[src/pfc8_pkg.sv]
`default_nettype none
// ----------------------------------------------------------------------------
// pfc8_pkg
// Shared constants, types and the CRC-8 byte update for the packet framer.
// ----------------------------------------------------------------------------
package pfc8_pkg;

	localparam logic [7:0] SYNC_FIRST  = 8'h46;	// 'F'
	localparam logic [7:0] SYNC_SECOND = 8'h57;	// 'W'
	localparam logic [7:0] CRC_POLY    = 8'h07;

	// Most output bytes that one input transaction can cause
	localparam int GROUP_DEPTH = 7;
	localparam int CNT_W       = $clog2(GROUP_DEPTH + 1);

	// Output bytes waiting to leave, slot 0 goes first
	typedef struct packed {
		logic [GROUP_DEPTH-1:0][7:0] bytes;
		logic [GROUP_DEPTH-1:0]      ends;
		logic [CNT_W-1:0]            count;
	} group_t;

	// Framing state carried between transactions
	typedef struct packed {
		logic        in_packet;
		logic [15:0] bytes_left;
		logic [7:0]  crc;
	} frm_state_t;

	// CRC-8, MSB first, no reflection, no final xor
	function automatic logic [7:0] crc8_update(input logic [7:0] crc, input logic [7:0] b);
		logic [7:0] v;
		v = crc ^ b;
		for (int k = 0; k < 8; k++) begin
			if (v[7]) begin
				v = {v[6:0], 1'b0} ^ CRC_POLY;
			end else begin
				v = {v[6:0], 1'b0};
			end
		end
		return v;
	endfunction

endpackage
`default_nettype wire

[src/pfc8_frame.sv]
`default_nettype none
// ----------------------------------------------------------------------------
// pfc8_frame
// Builds the output byte group for one payload byte and the next framing state.
// ----------------------------------------------------------------------------
module pfc8_frame import pfc8_pkg::*; (
	input  wire logic [7:0]  data_byte,
	input  wire logic [7:0]  packet_type,
	input  wire logic [15:0] payload_length,
	input  wire frm_state_t  cur,
	output group_t           grp,
	output frm_state_t       nxt
);

	logic [7:0]  hdr_crc;
	logic [7:0]  first_crc;
	logic [7:0]  mid_crc;
	logic [15:0] mid_left;

	// CRC over header and first byte, and the running update mid-packet
	assign hdr_crc   = crc8_update(crc8_update(crc8_update(8'h00, packet_type),
		payload_length[7:0]), payload_length[15:8]);
	assign first_crc = crc8_update(hdr_crc, data_byte);
	assign mid_crc   = crc8_update(cur.crc, data_byte);
	assign mid_left  = cur.bytes_left - 16'd1;

	// Fill the group and advance the state
	always_comb begin
		grp.bytes = '0;
		grp.ends  = '0;
		grp.count = '0;
		nxt.in_packet  = 1'b0;
		nxt.bytes_left = '0;
		nxt.crc        = '0;
		if (!cur.in_packet) begin
			grp.bytes[0] = SYNC_FIRST;
			grp.bytes[1] = SYNC_SECOND;
			grp.bytes[2] = packet_type;
			grp.bytes[3] = payload_length[7:0];
			grp.bytes[4] = payload_length[15:8];
			priority if (payload_length == 16'd0) begin
				// empty frame: drop the data byte, close on the header CRC
				grp.bytes[5] = hdr_crc;
				grp.ends[5]  = 1'b1;
				grp.count    = CNT_W'(6);
			end else if (payload_length == 16'd1) begin
				grp.bytes[5] = data_byte;
				grp.bytes[6] = first_crc;
				grp.ends[6]  = 1'b1;
				grp.count    = CNT_W'(7);
			end else begin
				grp.bytes[5]   = data_byte;
				grp.count      = CNT_W'(6);
				nxt.in_packet  = 1'b1;
				nxt.bytes_left = payload_length - 16'd1;
				nxt.crc        = first_crc;
			end
		end else begin
			grp.bytes[0] = data_byte;
			if (mid_left == 16'd0) begin
				grp.bytes[1] = mid_crc;
				grp.ends[1]  = 1'b1;
				grp.count    = CNT_W'(2);
			end else begin
				grp.count      = CNT_W'(1);
				nxt.in_packet  = 1'b1;
				nxt.bytes_left = mid_left;
				nxt.crc        = mid_crc;
			end
		end
	end

endmodule
`default_nettype wire

[src/packet_framer_crc8_core.sv]
// Latency: the first output byte of a transaction is offered in the cycle after it is accepted.
// Throughput: mid-packet bytes pass at one per cycle while out_ready is high; the first byte of a
// packet queues a group of 6 or 7 bytes and a closing byte a group of 2, and the input then waits
// while the one-byte output port drains the result group register down to its last byte.
// Reset: arst_n clears the framing state and empties the result group; no clearing pass.
`default_nettype none
// ----------------------------------------------------------------------------
// packet_framer_crc8_core
// Frames payload bytes into sync, type, length, payload and CRC-8 trailer.
// ----------------------------------------------------------------------------
module packet_framer_crc8_core import pfc8_pkg::*; (
	input  wire logic        clk,
	input  wire logic        arst_n,
	input  wire logic        in_valid,
	output logic             in_ready,
	input  wire logic [7:0]  data_byte,
	input  wire logic [7:0]  packet_type,
	input  wire logic [15:0] payload_length,
	output logic             out_valid,
	input  wire logic        out_ready,
	output logic [7:0]       out_byte,
	output logic             frame_end
);

	frm_state_t            state_q;
	frm_state_t            state_nxt;
	group_t                grp_new;
	logic [GROUP_DEPTH-1:0][7:0] bytes_q;
	logic [GROUP_DEPTH-1:0]      ends_q;
	logic [CNT_W-1:0]      cnt_q;
	logic                  in_acc;
	logic                  out_acc;

	pfc8_frame u_frame (
		.data_byte      (data_byte),
		.packet_type    (packet_type),
		.payload_length (payload_length),
		.cur            (state_q),
		.grp            (grp_new),
		.nxt            (state_nxt)
	);

	// Take a transaction when the group is empty or its last byte leaves now
	assign out_valid = (cnt_q != '0);
	assign out_acc   = out_valid && out_ready;
	assign in_ready  = !out_valid || (out_ready && cnt_q == CNT_W'(1));
	assign in_acc    = in_valid && in_ready;
	assign out_byte  = bytes_q[0];
	assign frame_end = ends_q[0];

	// Hold the framing state
	always_ff @(posedge clk or negedge arst_n) begin
		if (!arst_n) begin
			state_q <= '0;
		end else if (in_acc) begin
			state_q <= state_nxt;
		end
	end

	// Track the number of bytes still to send
	always_ff @(posedge clk or negedge arst_n) begin
		if (!arst_n) begin
			cnt_q <= '0;
		end else if (in_acc) begin
			cnt_q <= grp_new.count;
		end else if (out_acc) begin
			cnt_q <= cnt_q - CNT_W'(1);
		end
	end

	// Load a new group or shift the current one down a slot
	always_ff @(posedge clk) begin
		if (in_acc) begin
			bytes_q <= grp_new.bytes;
			ends_q  <= grp_new.ends;
		end else if (out_acc) begin
			for (int i = 0; i < GROUP_DEPTH - 1; i++) begin
				bytes_q[i] <= bytes_q[i+1];
				ends_q[i]  <= ends_q[i+1];
			end
			bytes_q[GROUP_DEPTH-1] <= '0;
			ends_q[GROUP_DEPTH-1]  <= 1'b0;
		end
	end

	// A frame ends only on the last byte of its group, with the framer idle
	a_end_last: assert property (@(posedge clk) disable iff (!arst_n)
		out_valid && frame_end |-> cnt_q == CNT_W'(1))
		else $error("frame end not on the last queued byte");

	a_end_idle: assert property (@(posedge clk) disable iff (!arst_n)
		out_valid && frame_end |-> !state_q.in_packet)
		else $error("frame end while a packet is still open");

	// A packet start queues the full header
	a_hdr: assert property (@(posedge clk) disable iff (!arst_n)
		in_acc && !state_q.in_packet |=> cnt_q == CNT_W'(6) || cnt_q == CNT_W'(7))
		else $error("header group has the wrong size");

	a_left: assert property (@(posedge clk) disable iff (!arst_n)
		state_q.in_packet |-> state_q.bytes_left != 16'd0)
		else $error("open packet with no bytes left");

endmodule
`default_nettype wire

[config.mk]
export PLATFORM = sky130hd
export DESIGN_NAME = packet_framer_crc8_core
export DESIGN_NICKNAME = d
export VERILOG_FILES = /design/src/pfc8_pkg.sv /design/src/pfc8_frame.sv /design/src/packet_framer_crc8_core.sv
export SDC_FILE = /design/constraint.sdc
export NUM_CORES = 1
export LEC_CHECK = 0
export ABC_CLOCK_PERIOD_IN_PS = 2800
export BUFFER_PORTS_ARGS = -buffer_cell sky130_fd_sc_hd__buf_2
export CAP_MARGIN = 20
export CORE_AREA = 3 3 108 120
export DETAILED_ROUTE_END_ITERATION = 10
export DIE_AREA = 0 0 111 123
export PLACE_DENSITY = 0.76
export SYNTH_ARGS = -nofsm -noshare
export SYNTH_HDL_FRONTEND = slang
export SYNTH_HIERARCHICAL = 1
export SYNTH_SLANG_ARGS = --single-unit
[constraint.sdc]
create_clock -name clk -period 2.8 [get_ports clk]
set_clock_uncertainty 0.05 [all_clocks]
set_input_delay 0 -clock clk [delete_from_list [all_inputs] [get_ports clk]]
set_output_delay 0 -clock clk [all_outputs]
set_load 0.05 [all_outputs]
======== After elaboration in Yosys (flattened, before gate mapping) ========
Index checks and enable logic that the tools add are counted.
cells by class
  add/subtract/negate cells ............... 3
  eq/ne operators ......................... 2
  muxes and demuxes ....................... 66
  bitwise operators ....................... 44
  reductions and logical operators ........ 9
operators with widths
  cell                     count
  $mux W3                  44
  $not A3 Y3               40
  $mux W56                 2
  $mux W25                 4
  $mux W40                 1
  $logic_not A16 Y1        2
  $mux W8                  4
  $sub A16 B1 Y16 const B  2
  $xor A8 B8 Y8            4
  $eq A16 B1 Y1 const B    1
  $mux W16                 1
  $mux W7                  2
  $mux W1                  6
  $mux W2                  2
  $eq A3 B1 Y1 const B     1
  $logic_and A1 B1 Y1      3
  $reduce_bool A3 Y1       1
  $sub A3 B1 Y3 const B    1
  $reduce_bool A2 Y1       1
  $logic_not A1 Y1         1
  $logic_or A1 B1 Y1       1
word-level totals
  flip-flop bits (word level) ............. 91
  input port bits ......................... 36
  word-level logic and storage cells ...... 137

======== Longest topological paths before layout ========
Gate-level depths: netlist of the first run.
  depth after elaboration ................. 71
  gate-level depth with buffers ........... 11
  gate-level depth less buffers ........... 10

======== By module ========
The synthesis of the first run kept the hierarchy.
by module, submodules not included
  module                   instances  cells an instance  area an instance (um^2)
  packet_framer_crc8_core  1          221                3986.3
  pfc8_frame               1          324                2567.5

======== Worst setup path after synthesis of the first run ========
No wires, ideal clock.
  path kind ............................... register to register
  start point ............................. register state_q[10] (netlist bit)
  end point ............................... register state_q[7] (netlist bit)
  setup time .............................. 0.125 ns
  data arrival time ....................... 2.758 ns
  required time ........................... 2.625 ns
  slack ................................... -0.133 ns
  stages on the path, launching flop included .. 10
  path buffers ............................ 2
  cell sequence ........................... dfrtp_1 > clkbuf_1 > nor4_2 > nand2_1 > or4_1 > xnor2_1 > nor4_1 > clkbuf_1 > o22ai_1 > mux2_4
RTL lines
  what                    line                           RTL
  from (decl)             packet_framer_crc8_core.sv:25  frm_state_t state_q;
  from (signal assigned)  packet_framer_crc8_core.sv:56  state_q <= state_nxt;

==> results.md, run 1 <==
- Pwr per Cell Area: around 1200 nW/um2
- Maximum fanout along the worst path: 9
- Longest Clk Path Bufs: 2
- Syn_area_per_cell: approximately 12 um2
- Nets: around 630
- First-pass GRT wire length: about 24,000 um
- Clk sinks: between 90 and 100
- Starting Density: between 50% and 60%
- Final setup vio count: 0
- CTS clk-pin slew, worst paths: roughly 60 ps
- Hold Path Depth: 3
- Crit path cell chain: inv_1 > ha_2 > nor3b_4 > nand4_1 > xor2_1 > nand2_1 > or4_1 > buf_4 > o21ai_1 > mux2_2
- Hold EP: state_q[8]$_DFFE_PN0P_
- Max incr delay on CP: 450 ps
- Largest net degree at the start of global routing: 55
- P_int: 5.50 mW
- Starting DRT DRC Count: roughly 390
- # diodes: 0
- Sw Ratio: 38.4%
- Asr flop ratio synth: just over 30%
- Total CTS buffers: 9
- Post-route ant nets: 0
- Sequential power share: around 28%
- Slew @ Worst Pin: 670 ps
- Die Ht: 123 um
- Crit path DAT: around 2900 ps
- Crit end category: flip-flop
- Hold WC Path Type: in2reg
- Finished Layout Cells: roughly 750
- Layout cells sized above 1: between 30 and 40%
- Startpoint Class: flip-flop
- Row cnt: 42
- Initial antenna violation count: 0
- Die Area: 13,700 um2
- Combinational fraction of design power: 57.4%
- Cell count after placement: between 700 and 800
- Maximum VDD drop: 0.580 mV
- CP max-delay cell: dfrtp_2
- R2R Path End: bytes_q[10]$_DFFE_PP_
- Vias in the first global route: around 4,400
- R2R Path Start: state_q[9]$_DFFE_PN0P_
- Routed wire per std cell: 20.2 um
- Synth warn: 6
- Port bufs: 46
- Final hold slack: 75.2 ps
- CTS tree: done
- Cell Area, Synth: 6550 um2
- Global route total overflow: 0
- Crit path setup slack, layout: 78.0 ps
- Via density per instance: ~5.8
- DRC: 0
- Drt pass-1 iters: 6
- HP Start: payload_length[0]
- Slew Limit Headroom: between 50% and 60%
- Setup WS pre-CTS: 21.3 ps
- Timing-limited maximum frequency: about 0.37 GHz
- Net switching power: between 3 and 4 mW
- Clk root buf: clkbuf_16
- Synth Instances: 545
- Sequential share of the synthesized area: 39.6%
- FF+latch count, synth: 91
- Die Width: 111 um
- Layout Utilization: 61.3%
- Clock Power Share: around 15%
- Primary FF master, synth: edfxtp_1
- EDFF count, synth: 63
- GRT Overall Usage: a little under a quarter
- Fin crit period: 2720 ps
- Max cap viols: 0
- H-tree Lvls: 3
- CORE AREA: 11,900 um2
- CP Class: reg2reg
- Drt total wl: 15,100 um
- Worst skew pair latency: ~350 ps
- R2r setup slk: 80 ps
- Boundary pin count: 47
- Gpl congestion: just over 0.9
- Pleak: around 3.1 nW
- R2R cell count: 10
- Slew Viols, Final: 0
- Vias: approximately 4,300
- Final period util: between 90% and 100%
- Endpoints failing hold: 0
- Distinct cell type count after synthesis: 50
- Critical Path RT: ~3000 ps
- Status: completed
- HPWL after DPL: roughly 11,000 um
- Area delta synth->final: 11.6%
-- synth_stat cells, drive strengths merged (7+ instances only) --
master | n | area share [%]
and2 | 7 | 0.67
nor2b | 26 | 2.5
o21ai | 14 | 1.1
dfrtp | 28 | 11
xor3 | 10 | 3.6
nor3 | 13 | 0.99
buf | 29 | 3.3
inv | 8 | 0.46
nor4 | 7 | 0.76
xor2 | 30 | 4.0
xnor2 | 63 | 8.6
ha | 7 | 1.3
xnor3 | 16 | 5.5
clkbuf | 16 | 0.94
edfxtp | 63 | 29
nand2 | 19 | 1.2
mux2 | 80 | 16
o22ai | 17 | 1.6
nor2 | 38 | 2.2
mux2i | 7 | 1.1
and3 | 10 | 0.95
-- metal layers --
layer,part of all wire (%),up-vias,track usage (%),wire (um)
li1,-,2006,-,-
met1,43,2115,30.2,6440
met2,48,196,38.2,7300
met3,6.2,28,3.77,937
met4,2.5,0,9.01,380
met5,0,-,0,0
-- power groups by stage --
stage                     Sequential [mW]  Clock, mW  Combinational (mW)
after floorplan                      2.43          0                4.01
after global placement               2.48          0                4.88
after detailed placement             2.52          0                5.00
after CTS                            2.50       1.33                5.05
after global routing                 2.57       1.38                5.45
final                                2.50       1.31                5.13
-- layout by cell type, fill, tap and decap left out, types with 5 or more instances in the layout --
cell / n
o32ai_1: 5
o21ai_0: 11
dfrtp_1: 26
mux2_2: 46
and3_1: 10
xnor3_1: 15
inv_1: 8
nor2_1: 38
buf_2: 46
nor4_1: 5
clkbuf_16: 9
o22ai_1: 17
nor3_1: 13
nand2_1: 18
mux2_4: 34
xor3_1: 10
and2_1: 6
ha_1: 6
mux2i_1: 7
xnor2_1: 61
xor2_1: 30
buf_4: 23
nor2b_1: 25
edfxtp_1: 63
-- metrics by stage --
step	total power [mW]	instance area, um2	TNS (ps)
after global routing	9.40	7310	-23.1
after floorplan	6.45	6590	0
after global placement	7.36	6950	0
final	8.94	7310	0
after detailed placement	7.52	6950	0
after CTS	8.88	7290	0
-- flip-flops by register name (all words and copies together), names as in the netlist --
| signal | count |
|---|---|
| bytes_q | 48 |
| state_q | 25 |
| out_byte | 8 |
| ends_q | 7 |
| cnt_q | 3 |
-- worst max-delay path by stage --
stage                                       start                        end  slack [ps]  depth (start not counted)
final                      state_q[9]$_DFFE_PN0P_      bytes_q[10]$_DFFE_PP_          80                         10
after global routing       state_q[9]$_DFFE_PN0P_       cnt_q[0]$_DFFE_PN0P_         -20                         11
after global placement             packet_type[6]  bytes_q[51]$_SDFFCE_PN0P_         130                          8
after detailed placement   state_q[9]$_DFFE_PN0P_      bytes_q[10]$_DFFE_PP_          20                         10
after CTS                  state_q[9]$_DFFE_PN0P_      bytes_q[10]$_DFFE_PP_          40                         10
after floorplan           state_q[10]$_DFFE_PN0P_     state_q[7]$_DFFE_PN0P_          30                          9
-- cells by family (layout without fill, tap and decap cells) --
family          Yosys count  in the layout  synth area share, %
compound gates           47             47                 4.62
xor+xnor                119            119                 21.8
fa+ha+maj                 7              7                 1.34
buf+inv                  54             99                 4.73
flops                    91             91                 39.6
mux                      87             87                 16.8
other cells               1              4               0.0572
simple gates            139            139                 11.1
-- cell type report --
| cell class | count | area [um2] |
|---|---|---|
| Clock buffer | 9 | 225 |
| Clock inverter | 7 | 92.6 |
| Fill cell | 909 | 4620 |
| Inverter | 9 | 33.8 |
| Multi-Input combinational cell | 403 | 3690 |
| Sequential cell | 91 | 2590 |
| Tap cell | 154 | 193 |
| Timing Repair Buffer | 74 | 483 |
-- what timing repair did --
item,in CTS,in global routing
resized for setup,1,6
pin swaps,0,0
buffers inserted,0,2
hold buffers,2,0
setup endpoints to repair,1,6
hold endpoints to repair,29,0
-- worst max-delay path, delay by kind of cell (launching register included) --
family	cells	cell delay, ps
XOR/XNOR	1	230
flip-flops	1	450
multiplexers	1	170
adder cells (fa/ha/maj)	1	230
AND/OR/NAND/NOR	4	990
AO/OA/AOI/OAI	1	180
buffers and inverters	2	300
Power figures use the tool's default switching activity.
==> run 2: changes to the inputs <==
Settings changed: CORE_AREA 3 3 108 120 to 3 3 104 116, DIE_AREA 0 0 111 123 to 0 0 107 119, REMOVE_ABC_BUFFERS from default to 1, SYNTH_HIERARCHICAL 1 to default.
==> results.md, run 2 <==
- Top Usage Layer GRT: met2 (unchanged)
- Layout cells sized above 1: 18.6% (was 30.0%)
- Slew @ Worst Pin: 690 ps (was 670 ps)
- Sw Ratio: 41.7% (was 38.4%)
- Final setup vio count: 0 (unchanged)
- Asr flop ratio synth: 30.8% (unchanged)
- Status: completed (unchanged)
- # fillers: 842 (was 909)
- Endpoints failing hold: 0 (unchanged)
- CTS tree: done (unchanged)
- Final period util: 97.8% (was 97.2%)
- Global route total overflow: 0 (unchanged)
- Layout Utilization: 63.4% (was 61.3%)
- Distinct cell type count after synthesis: 59 (was 50)
- Initial antenna violation count: 0 (unchanged)
- CP Class: in2reg (was reg2reg)
- Startpoint Class: input pin (was flip-flop)
- Fin crit period: 2740 ps (was 2720 ps)
- Sequential share of the synthesized area: 42.3% (was 39.6%)
- Area delta synth->final: 15.1% (was 11.6%)
- Top cells by count, synth: nand2_1 (101), xnor2_1 (62), edfxtp_1 (59), clkbuf_1 (36), nand3_1 (33) (was edfxtp_1 (63), xnor2_1 (61), mux2_2 (46), nor2_1 (38), mux2_4 (34))
- Total CTS buffers: 9 (unchanged)
- Max cap viols: 0 (unchanged)
- Met1 Usage GRT: 34.3% (was 30.2%)
- First-pass GRT wire length: 25,700 um (was 23,900 um)
- Synth top area share: 29.3% (was 28.9%)
- Slew Limit Headroom: 54.0% (was 54.9%)
- Longest Clk Path Bufs: 2 (unchanged)
- P_int: 4.63 mW (was 5.50 mW)
- Count leader, synth: nand2_1 (was edfxtp_1)
- Drt total wl: 16,100 um (was 15,100 um)
- Syn_area_per_cell: 9.93 um2 (was 12.0 um2)
- Pleak: 2.94 nW (was 3.12 nW)
- Nets: 700 (was 631)
- Via density per instance: 5.96 (was 5.82)
- Hold WC Path Type: in2reg (unchanged)
- Primary FF master, synth: edfxtp_1 (unchanged)
- Boundary pin count: 47 (unchanged)
- Die Ht: 119 um (was 123 um)
- HPWL after DPL: 11,500 um (was 11,000 um)
- Post-route ant nets: 0 (unchanged)
- Maximum fanout along the worst path: 4 (was 9)
- Synth Instances: 608 (was 545)
- Cell Area, Synth: 6040 um2 (was 6550 um2)
- Max reg flops: 48 (unchanged)
- Clock Power Share: 15.8% (was 14.6%)
- Starting DRT DRC Count: 416 (was 387)
- Largest Register: bytes_q (unchanged)
- Global routing usage on met3: 4.07% (was 3.77%)
- Cell taking the most area after synthesis: edfxtp_1 (unchanged)
- Row cnt: 40 (was 42)
- Net switching power: 3.30 mW (was 3.44 mW)
- Multi-input gate area: 3250 um2 (was 3690 um2)
- Worst skew pair latency: 350 ps (about the same)
- Crit path DAT: 2980 ps (was 2900 ps)
- Pwr per Cell Area: 1140 nW/um2 (was 1220 nW/um2)
- Critical Path RT: 3040 ps (was 2970 ps)
- Met2 GRT Util: 42.9% (was 38.2%)
- CORE AREA: 11,000 um2 (was 11,900 um2)
- Drt pass-1 iters: 5 (was 6)
- Area contributors post-synth: edfxtp_1 (29%), dfrtp_1 (12%), xnor2_1 (9.0%) (was edfxtp_1 (29%), dfrtp_1 (11%), xnor2_1 (8.2%))
- Timing-limited maximum frequency: 0.365 GHz (was 0.367 GHz)
- Crit end category: flip-flop (unchanged)
- Vias in the first global route: 4,870 (was 4,394)
- Overall power: 7.93 mW (was 8.94 mW)
- Largest net degree at the start of global routing: 68 (was 55)
- Clk sinks: 91 (unchanged)
- EDFF count, synth: 59 (was 63)
- Combinational fraction of design power: 51.9% (was 57.4%)
- Port bufs: 46 (unchanged)
- DRC: 0 (unchanged)
- Commonest non-fill, non-tap cell in the layout: nand2_1 (was edfxtp_1)
- Clk root buf: clkbuf_16 (unchanged)
- Die Width: 107 um (was 111 um)
- Sequential power share: 32.4% (was 28.0%)
- Synth warn: 0 (was 6)
- Gpl congestion: 0.929 (was 0.906)
- GRT Overall Usage: 26.2% (was 22.9%)
- Vias: 4,818 (was 4,345)
- Most frequent cells in the layout: nand2_1 (99), xnor2_1 (62), edfxtp_1 (59), buf_2 (46), nand3_1 (33) (was edfxtp_1 (63), xnor2_1 (61), mux2_2 (46), buf_2 (46), nor2_1 (38))
- Slew Viols, Final: 0 (unchanged)
- Maximum VDD drop: 0.485 mV (was 0.580 mV)
- RSZ-0062 raised after global routing: true
- Area taken by flip-flops and latches: 2550 um2 (was 2590 um2)
- # diodes: 0 (unchanged)
- CTS clk-pin slew, worst paths: 70 ps (was 60 ps)
- Die Area: 12,700 um2 (was 13,700 um2)
- H-tree Lvls: 3 (unchanged)
- Starting Density: 55.1% (was 54.9%)
- Routed wire per std cell: 19.9 um (was 20.2 um)
- FF+latch count, synth: 91 (unchanged)
## run 2: cell count changes after synthesis, moves of 10 or more
cell      previous run  this run
nand3_1              4        33
nor2b_1             25         2
mux2_4              34         0
o21ai_0             14        31
nand2_1             18       101
a21oi_1              2        19
a22o_1               0        10
clkbuf_1            15        36
o21a_1               0        10
o22ai_1             17         6
mux2_2              46         0
## run 2: logic make-up (layout without fill, tap and decap cells)
| group | count (synthesis) | after routing | synth area share [%] |
|---|---|---|---|
| DFF | 91 | 91 | 42.3 |
| adders and majority gates | 7 | 7 | 1.45 |
| AOI/OAI and AO/OA | 115 | 115 | 12.9 |
| buffers and inverters | 67 | 121 | 4.83 |
| muxes | 6 | 6 | 0.994 |
| and+or+nand+nor | 208 | 208 | 15.7 |
| xor gates and xnor gates | 114 | 114 | 21.9 |
## run 2: path summary, 6_finish.rpt
check | startpoint | to | slack [ps] | cells after the start
setup / recovery | packet_type[3] | state_q[2]$_DFFE_PN0P_ | 60 | 10
setup reg to reg | state_q[9]$_DFFE_PN0P_ | bytes_q[10]$_DFFE_PP_ | 80 | 10
hold / removal | data_byte[3] | out_byte[3]$_DFFE_PP_ | 8 | 3
hold reg to reg | ends_q[4]$_SDFFE_PP0P_ | ends_q[3]$_SDFFE_PP0P_ | 410 | 2
min in group asynchronous | arst_n | cnt_q[2]$_DFFE_PN0P_ | 170 | 2
max in group asynchronous | arst_n | state_q[21]$_DFFE_PN0P_ | 2080 | 2
## run 2: routing by layer
layer,vias to the layer above,wire length [um]
met3,44,1100
met4,0,584
li1,2234,-
met1,2340,6350
met2,200,8070
met5,-,0
## run 2: what timing repair did
action	4_1_cts	5_1_grt
buffers inserted	0	1
resized for setup	2	8
pin swaps	0	4
endpoints found under the hold margin	36	0
hold buffers	9	0
setup endpoints to repair	11	27
## run 2: cell type report
type,count,area share (%)
clock buffer,9,3.24
clock inverter,7,1.17
inverter,16,0.864
multi-input combinational,450,46.7
sequential,91,36.7
tap,147,2.65
timing repair buffer,89,8.64
## run 2: per-stage QoR
stage / cells / hold WS, ps / TNS (ps) / cell area, um2 / setup slack [ps]
2_1_floorplan: 557 / -346 / -165790 / 5810 / -1940
3_3_place_gp: 783 / 38.4 / -15.7 / 6500 / -6.06
3_5_place_dp: 783 / 34.8 / -365 / 6500 / -62.5
4_1_cts: 808 / 4.06 / 0 / 6900 / 12.0
5_1_grt: 809 / 24.0 / -440 / 6950 / -59.6
6_report: 809 / 7.95 / 0 / 6950 / 60.7
## run 2: worst max-delay path, stage by stage
cell           delay, ps
dlygate4sd3_1        540
buf_2                150
xor2_2               230
xnor3_2              490
buf_4                180
xor2_1               170
xnor2_1              420
xnor3_1              520
o221ai_2             140
o21a_1               140
## run 2: power groups by stage
stage,Sequential (mW),Clock (mW),Combinational (mW)
3_3_place_gp,2.56,0,3.93
4_1_cts,2.56,1.26,4.06
3_5_place_dp,2.59,0,4.01
5_1_grt,2.63,1.32,4.45
6_report,2.57,1.25,4.11
2_1_floorplan,2.75,0,2.74
==> run 3: changes to the inputs <==
Settings changed: SETUP_SLACK_MARGIN from default to 0.15.
==> results.md, run 3 (same netlist as run 2, synthesis figures left out) <==
- H-tree Lvls: 3 (unchanged)
- Global route total overflow: 0 (unchanged)
- Largest Register: bytes_q (unchanged)
- Boundary pin count: 47 (unchanged)
- Via density per instance: 5.98 (was 5.96)
- Worst Setup SP: state_q[9]$_DFFE_PN0P_ (was packet_type[3])
- Status: completed (unchanged)
- CP Class: reg2reg (was in2reg)
- Port bufs: 46 (unchanged)
- GRT Overall Usage: 26.5% (was 26.2%)
- Row cnt: 40 (unchanged)
- Maximum VDD drop: 0.493 mV (was 0.485 mV)
- Cell count after placement: 783 (unchanged)
- Total CTS buffers: 9 (unchanged)
- CP max-delay cell: or4b_4 (was dlygate4sd3_1)
- Die Ht: 119 um (unchanged)
- Pwr per Cell Area: 1140 nW/um2 (about the same)
- Pleak: 2.99 nW (was 2.94 nW)
- Commonest non-fill, non-tap cell in the layout: nand2_1 (unchanged)
- Hold EP: out_byte[3]$_DFFE_PP_ (unchanged)
- CTS tree: done (unchanged)
- Slew @ Worst Pin: 701 ps (was 690 ps)
- Layout cells sized above 1: 19.4% (was 18.6%)
- Worst skew pair latency: 350 ps (about the same)
- Startpoint Class: flip-flop (was input pin)
- Area delta synth->final: 16.1% (was 15.1%)
- Gpl congestion: 0.929 (unchanged)
- R2r setup slk: 170 ps (was 80 ps)
- Finished Layout Cells: 817 (was 809)
- Bufs and invs on worst path: 2 (was 3)
- Routed wire per std cell: 19.9 um (about the same)
- R2R Path End: bytes_q[10]$_DFFE_PP_ (unchanged)
- R2R Path Start: state_q[9]$_DFFE_PN0P_ (unchanged)
- Timing-limited maximum frequency: 0.380 GHz (was 0.365 GHz)
- # diodes: 0 (unchanged)
- Family with the most delay on the worst path: simple AND/OR/NAND/NOR gates (was XOR/XNOR gates)
- Setup TNS: 0 ps (unchanged)
- Vias: 4,886 (was 4,818)
- Slew Viols, Final: 0 (unchanged)
- Nets: 708 (was 700)
- Starting DRT DRC Count: 458 (was 416)
- Post-route ant nets: 0 (unchanged)
- Die Width: 107 um (unchanged)
- Crit end category: flip-flop (unchanged)
- Slew Limit Headroom: 53.3% (was 54.0%)
- Longest Clk Path Bufs: 2 (unchanged)
- Starting Density: 55.1% (unchanged)
- Initial antenna violation count: 0 (unchanged)
- Most frequent cells in the layout: nand2_1 (99), xnor2_1 (62), edfxtp_1 (59), buf_2 (46), buf_4 (38) (was nand2_1 (99), xnor2_1 (62), edfxtp_1 (59), buf_2 (46), nand3_1 (33))
- Final period util: 93.9% (was 97.8%)
- DRC: 0 (unchanged)
- Hold Path Depth: 3 (unchanged)
- First-pass GRT wire length: 26,000 um (was 25,700 um)
- Max incr delay on CP: 540 ps (about the same)
- Vias in the first global route: 4,876 (was 4,870)
- Fin crit period: 2630 ps (was 2740 ps)
- Critical Path RT: 2970 ps (was 3040 ps)
- Endpoints failing hold: 0 (unchanged)
- Crit path cell chain: inv_2 > ha_4 > nor4b_4 > xnor2_1 > o2111ai_1 > or4b_4 > or2_4 > buf_6 > o211ai_1 > o21a_1 (was dlygate4sd3_1 > buf_2 > xor2_2 > xnor3_2 > buf_4 > xor2_1 > xnor2_1 > xnor3_1 > o221ai_2 > o21a_1)
- Max cap viols: 0 (unchanged)
- HPWL after DPL: 11,500 um (unchanged)
- Final setup vio count: 0 (unchanged)
- CORE AREA: 11,000 um2 (unchanged)
- Max reg flops: 48 (unchanged)
- Clk sinks: 91 (unchanged)
- Largest net degree at the start of global routing: 68 (unchanged)
- Die Area: 12,700 um2 (unchanged)
- CTS clk-pin slew, worst paths: 70 ps (about the same)
- Crit path DAT: 2800 ps (was 2980 ps)
- HP Start: data_byte[3] (unchanged)
- Drt total wl: 16,200 um (was 16,100 um)
- Drt pass-1 iters: 6 (was 5)
- Hold WC Path Type: in2reg (unchanged)
- RSZ-0062 raised after global routing: true (unchanged)
- Clk root buf: clkbuf_16 (unchanged)
- R2R cell count: 10 (unchanged)
- Maximum fanout along the worst path: 7 (was 4)
-- run 3: how the worst max path moves through the flow --
| stage | to | depth (start not counted) |
|---|---|---|
| 2_1_floorplan | bytes_q[10]$_DFFE_PP_ | 6 |
| 3_3_place_gp | bytes_q[12]$_DFFE_PP_ | 10 |
| 3_5_place_dp | bytes_q[10]$_DFFE_PP_ | 10 |
| 4_1_cts | bytes_q[10]$_DFFE_PP_ | 10 |
| 5_1_grt | bytes_q[14]$_DFFE_PP_ | 10 |
| 6_report | bytes_q[10]$_DFFE_PP_ | 10 |
-- run 3: report_power, final --
part           switching (mW)  internal [mW]  total [mW]  leakage, nW
Clock                   0.609          0.637        1.25        0.150
Combinational            2.33           1.85        4.18         1.88
Sequential              0.387           2.19        2.58        0.958
Total                    3.32           4.68        8.00         2.99
-- run 3: cell type report --
cell class	count	area, um2
Timing Repair Buffer	97	668
Clock inverter	7	81.3
Inverter	16	60.1
Clock buffer	9	225
Multi-Input combinational cell	450	3240
Fill cell	836	3950
Tap cell	147	184
Sequential cell	91	2550
-- run 3: timing repair --
action                                  in CTS  in global routing
hold buffers                                 9                  0
endpoints found under the setup margin      22                 24
setup buffers                                3                  6
resized for setup                           10                  3
pin swaps                                    8                  4
endpoints found under the hold margin       36                  0
-- run 3: per-layer routing --
| layer | share of wire (%) | GRT usage [%] |
|---|---|---|
| met3 | 7.3 | 4.61 |
| met4 | 3.9 | 12.5 |
| met1 | 39 | 34.4 |
| met5 | 0 | 0 |
| met2 | 50 | 43.0 |
-- run 3: metrics by stage --
| step | setup slack [ps] | hold slack (ps) | total power [mW] | util (%) | area [um2] |
|---|---|---|---|---|---|
| finish | 171 | 7.43 | 8.00 | 63.9 | 7010 |
| global route | 17.9 | 20.7 | 8.47 | 63.9 | 7010 |
| CTS | 152 | 4.06 | 7.93 | 63.4 | 6950 |
| detailed placement | -62.5 | 34.8 | 6.60 | 59.3 | 6500 |
| global placement | -6.06 | 38.4 | 6.49 | 59.3 | 6500 |
| floorplan | -1940 | -346 | 5.49 | - | 5810 |
-- run 3: worst min-delay path, cell delays in order --
cell and delay [ps]:
buf_2 140, nand3_1 100, nand2_1 70
